`src/design/lelp_pkg.sv`:
```
package lelp_pkg;

  localparam int MAX_LEDS_DEF        = 1024;
  localparam int STATE_FRAC_BITS_DEF = 24;

  localparam int MUL_W  = 33;
  localparam int PROD_W = 2 * MUL_W;

  localparam logic [23:0] SIGMA_RST = 24'd655360;
  localparam logic [23:0] RHO_RST   = 24'd1835008;
  localparam logic [23:0] BETA_RST  = 24'd174763;
  localparam logic [10:0] LEDS_RST  = 11'd1024;
  localparam logic [31:0] START_RST = 32'd9686330;

  typedef enum logic [2:0] {
    REG_SIGMA   = 3'd0,
    REG_RHO     = 3'd1,
    REG_BETA    = 3'd2,
    REG_LEDS    = 3'd3,
    REG_START_X = 3'd4,
    REG_START_Y = 3'd5,
    REG_START_Z = 3'd6,
    REG_NONE    = 3'd7
  } reg_idx_t;

  typedef enum logic [3:0] {
    OP_DX    = 4'd0,
    OP_XRHO  = 4'd1,
    OP_XZ    = 4'd2,
    OP_XY    = 4'd3,
    OP_BZ    = 4'd4,
    OP_HI_X  = 4'd5,
    OP_LO_X  = 4'd6,
    OP_HI_Y  = 4'd7,
    OP_LO_Y  = 4'd8,
    OP_HI_Z  = 4'd9,
    OP_LO_Z  = 4'd10
  } op_t;

  typedef enum logic [2:0] {
    S_IDLE,
    S_MUL,
    S_EVAL,
    S_MARK,
    S_IMUL,
    S_ISET,
    S_DIV,
    S_DONE
  } state_t;

endpackage

```
`src/design/lelp_mul.sv`:
```
module lelp_mul (
  input  logic                               clk,
  input  logic signed [lelp_pkg::MUL_W-1:0]  a,
  input  logic signed [lelp_pkg::MUL_W-1:0]  b,
  output logic signed [lelp_pkg::PROD_W-1:0] p
);

  always_ff @(posedge clk) begin
    p <= a * b;
  end

endmodule
```
`config.mk`:
```
export PLATFORM = sky130hd
export DESIGN_NAME = lelp_mul
export DESIGN_NICKNAME = d
export VERILOG_FILES = /design/src/design/lelp_pkg.sv /design/src/design/lelp_mul.sv
export SDC_FILE = /design/constraint.sdc
export NUM_CORES = 2
export LEC_CHECK = 0
export BUFFER_PORTS_ARGS = -buffer_cell sky130_fd_sc_hd__buf_4
export CAP_MARGIN = 20
export CELL_PAD_IN_SITES_DETAIL_PLACEMENT = 1
export CELL_PAD_IN_SITES_GLOBAL_PLACEMENT = 1
export CORE_MARGIN = 4
export CORE_UTILIZATION = 30
export CTS_CLUSTER_SIZE = 16
export DETAILED_ROUTE_END_ITERATION = 10
export PLACE_DENSITY = 0.54
export SLEW_MARGIN = 20
export SYNTH_ARGS = -nofsm -noshare
export SYNTH_HDL_FRONTEND = slang
export SYNTH_SLANG_ARGS = --single-unit
```
`constraint.sdc`:
```
create_clock -name clk -period 7.9 [get_ports clk]
set_clock_uncertainty 0.1 [all_clocks]
set_input_delay 0.79 -clock clk [delete_from_list [all_inputs] [get_ports clk]]
set_output_delay 0.79 -clock clk [all_outputs]
set_load 0.03 [all_outputs]
```
==> impl_results.md <==
* Status: finished clean
* Critical Path RT at 8.09 ns
* Synthesis-stage register bit count at 66
* Maxcap violations at 0
* Worst slew pin tran at 0.7665 ns
* Initial antenna violation count at 6
* Worst path bufs/invs at 8
* Initial DRC count at 904
* Filler cell count at 15570
* H-tree levels at 3
* Registers with the most flip-flops: p (66)
* DRC violations left at 0
* Total gr overflow at 0
* Core ar. at 134100 µm²
* Worst hold path type: input pin to register
* Final setup fails at 0
* Crit share post-route at 0.9821
* Cell taking the most area after synthesis: fa_1
* Unique cell type count in the Yosys netlist at 80
* Cell repeated most along the worst path: fa_1
* Final nets at 6183
* Met1 WL at 50740 µm
* WL/cell at 19.96 µm
* CTS Root Cell: clkbuf_16
* Synth top area cells: fa_1 (56%), inv_1 (10%), and2_1 (8.6%), ha_1 (6.7%), nand2_1 (5.1%)
* Slowest Stage Delay on Critical Path at 0.73 ns
* Normalized max-slew margin at 0.4890
* Die W at 376.5 µm
* All-Layer GR Usage at 0.1928
* Cell count after synthesis at 4338
* Ports at 133
* EDFF count, synth at 0
* Min Tclk post-route at 7.758 ns
* FFs w/ async S/R, synth at 0
* Yosys top cell area share at 0.5627
* Kind of critical path: input pin to register
* WP data arrival at 7.95 ns
* Register area at 1321 µm²
* First-pass GRT wire length at 206100 µm
* Avg Inst Size Synth at 9.390 µm²
* Register area share after synthesis at 0.03244
* Full die area at 141700 µm²
* Worst slack at placement at -0.4122 ns
* CP delay by family, top: adder cells
* Multi-input gate area at 34510 µm²
* CP endpoint kind: register
* Clock-pin slew on the worst setup and hold paths at 0.09 ns
* CP max FO at 17
* Worst setup path start: a[32]
* Final hold vios at 0
* Area Growth Syn to Fin at 17.17%
* Vias in the first global route at 34580
* Max FFs per register at 66
* Die Span Y at 376.5 µm
* Highest Clock Rate at 128.9 MHz
* Fraction of final layout cells with drive strength greater than 1 at 0.1509
* Main synth FF type: dfxtp_1
* Num CTS Buffers at 9
* Final ANT Viol Nets at 0
* Post-Route WL at 130300 µm
* Post-DP HPWL at 118800 µm
* Biggest register: p
* CTS Hold Buffers Added at 0
* Startpoint Class: input pin
* Top layer in use: met5
* Largest net degree at the start of global routing at 28
* DR pass1 iterations at 5
* Starting Density at 0.3037
* Rows at 134
* Vias per Instance at 4.469
* Post-Syn Nets at 5767
* Met3 wire len at 2329 µm
* Synthesis warning total at 0
* Clock buffer depth at 2
* Port-buffer cells at 132
* Via count at 29180
* Met2 WL at 72100 µm
* Worst hold path startpoint: b[0]
* Routability Congestion at 0.8192
* CP max-delay cell: fa_2
* CTS tree: built
* RSZ-0062 raised after global routing: true
* Setup_tns at 0 ns
* Final Worst Setup Slack at 0.1416 ns
* Cell area after synthesis at 40730 µm²
* Num Clock Sinks at 66
* Slew Limit Fails at 0
## area by class of cell
cell class              instances  share of cell area
inverters                    1131             0.08895
multi-input cells            2920              0.7230
diodes                          3           0.0001573
clock inverters                 7            0.002123
well taps                    1768             0.04635
repair buffers                626              0.1070
clock buffers                   9            0.004719
flip-flops and latches         66             0.02768
## placed cells by master (no fill, tap or decap), drive strengths merged, types with 7 or more instances in the layout
master,Yosys,routed
a211oi,11,11
nand4,12,12
a21o,38,38
xnor2,43,43
nand2b,12,12
and2,563,563
nand3,26,26
nor3,7,7
inv,1131,1133
a31oi,9,9
dfxtp,66,66
nor2,68,68
o21bai,11,11
nand2,551,551
ha,217,217
xor2,25,25
clkbuf,208,9
fa,1145,1145
o21ai,33,33
a21oi,61,61
o31ai,7,7
buf,13,626
## synth_stat cells (5+ instances only)
cell type	n
fa_1	1145
inv_1	1131
and2_1	562
nand2_1	551
ha_1	217
clkbuf_1	208
nor2_1	68
dfxtp_1	66
a21oi_1	57
xnor2_1	43
a21o_1	36
nand3_1	25
o21ai_0	25
xor2_1	25
nand2b_1	12
buf_2	11
nand4_1	11
o21bai_1	11
a31oi_1	8
a211oi_1	7
nor3_1	7
a211o_1	6
o21a_1	6
o21ai_1	6
and3_1	5
and4_1	5
nor2b_1	5
## final timing paths
kind / slack [ns] / endpoint / cells past startpoint
max: 0.14 / p[62]$_DFF_P_ / 25
min: 0.85 / p[0]$_DFF_P_ / 3
## cell families (layout without fill, tap and decap cells)
kind of cell / Yosys count / count (layout) / share of synthesized area
AOI/OAI and AO/OA: 219 / 219 / 0.04067
xor gates and xnor gates: 68 / 68 / 0.01462
adders and majority gates: 1362 / 1362 / 0.6294
buffers and inverters: 1352 / 1773 / 0.1251
DFF: 66 / 66 / 0.03244
other: 0 / 3 / 0
and+or+nand+nor: 1271 / 1271 / 0.1578
## per-layer routing
metal | GRT usage | vias up
li1 | - | 13160
met1 | 0.2243 | 15600
met2 | 0.3678 | 293
met3 | 0.01692 | 132
met4 | 0.06828 | 2
met5 | 0 | -
## timing repair
action	4_1_cts	5_1_grt
setup endpoints to repair	0	16
buffers inserted	0	7
resized for setup	0	60
## through the flow
stage,cells,instance area [µm²],utilization,hold slack (ns)
finish,6530,47730,0.3558,0.8539
CTS,6520,47420,0.3536,0.8663
global route,6528,47720,0.3558,0.8426
global placement,6504,47100,0.3511,1.120
floorplan,4338,40740,-,0.8173
detailed placement,6504,47100,0.3511,1.120
Power is not shown: default switching activity piles up to over one toggle a cycle in this logic, so the estimate is an artifact.
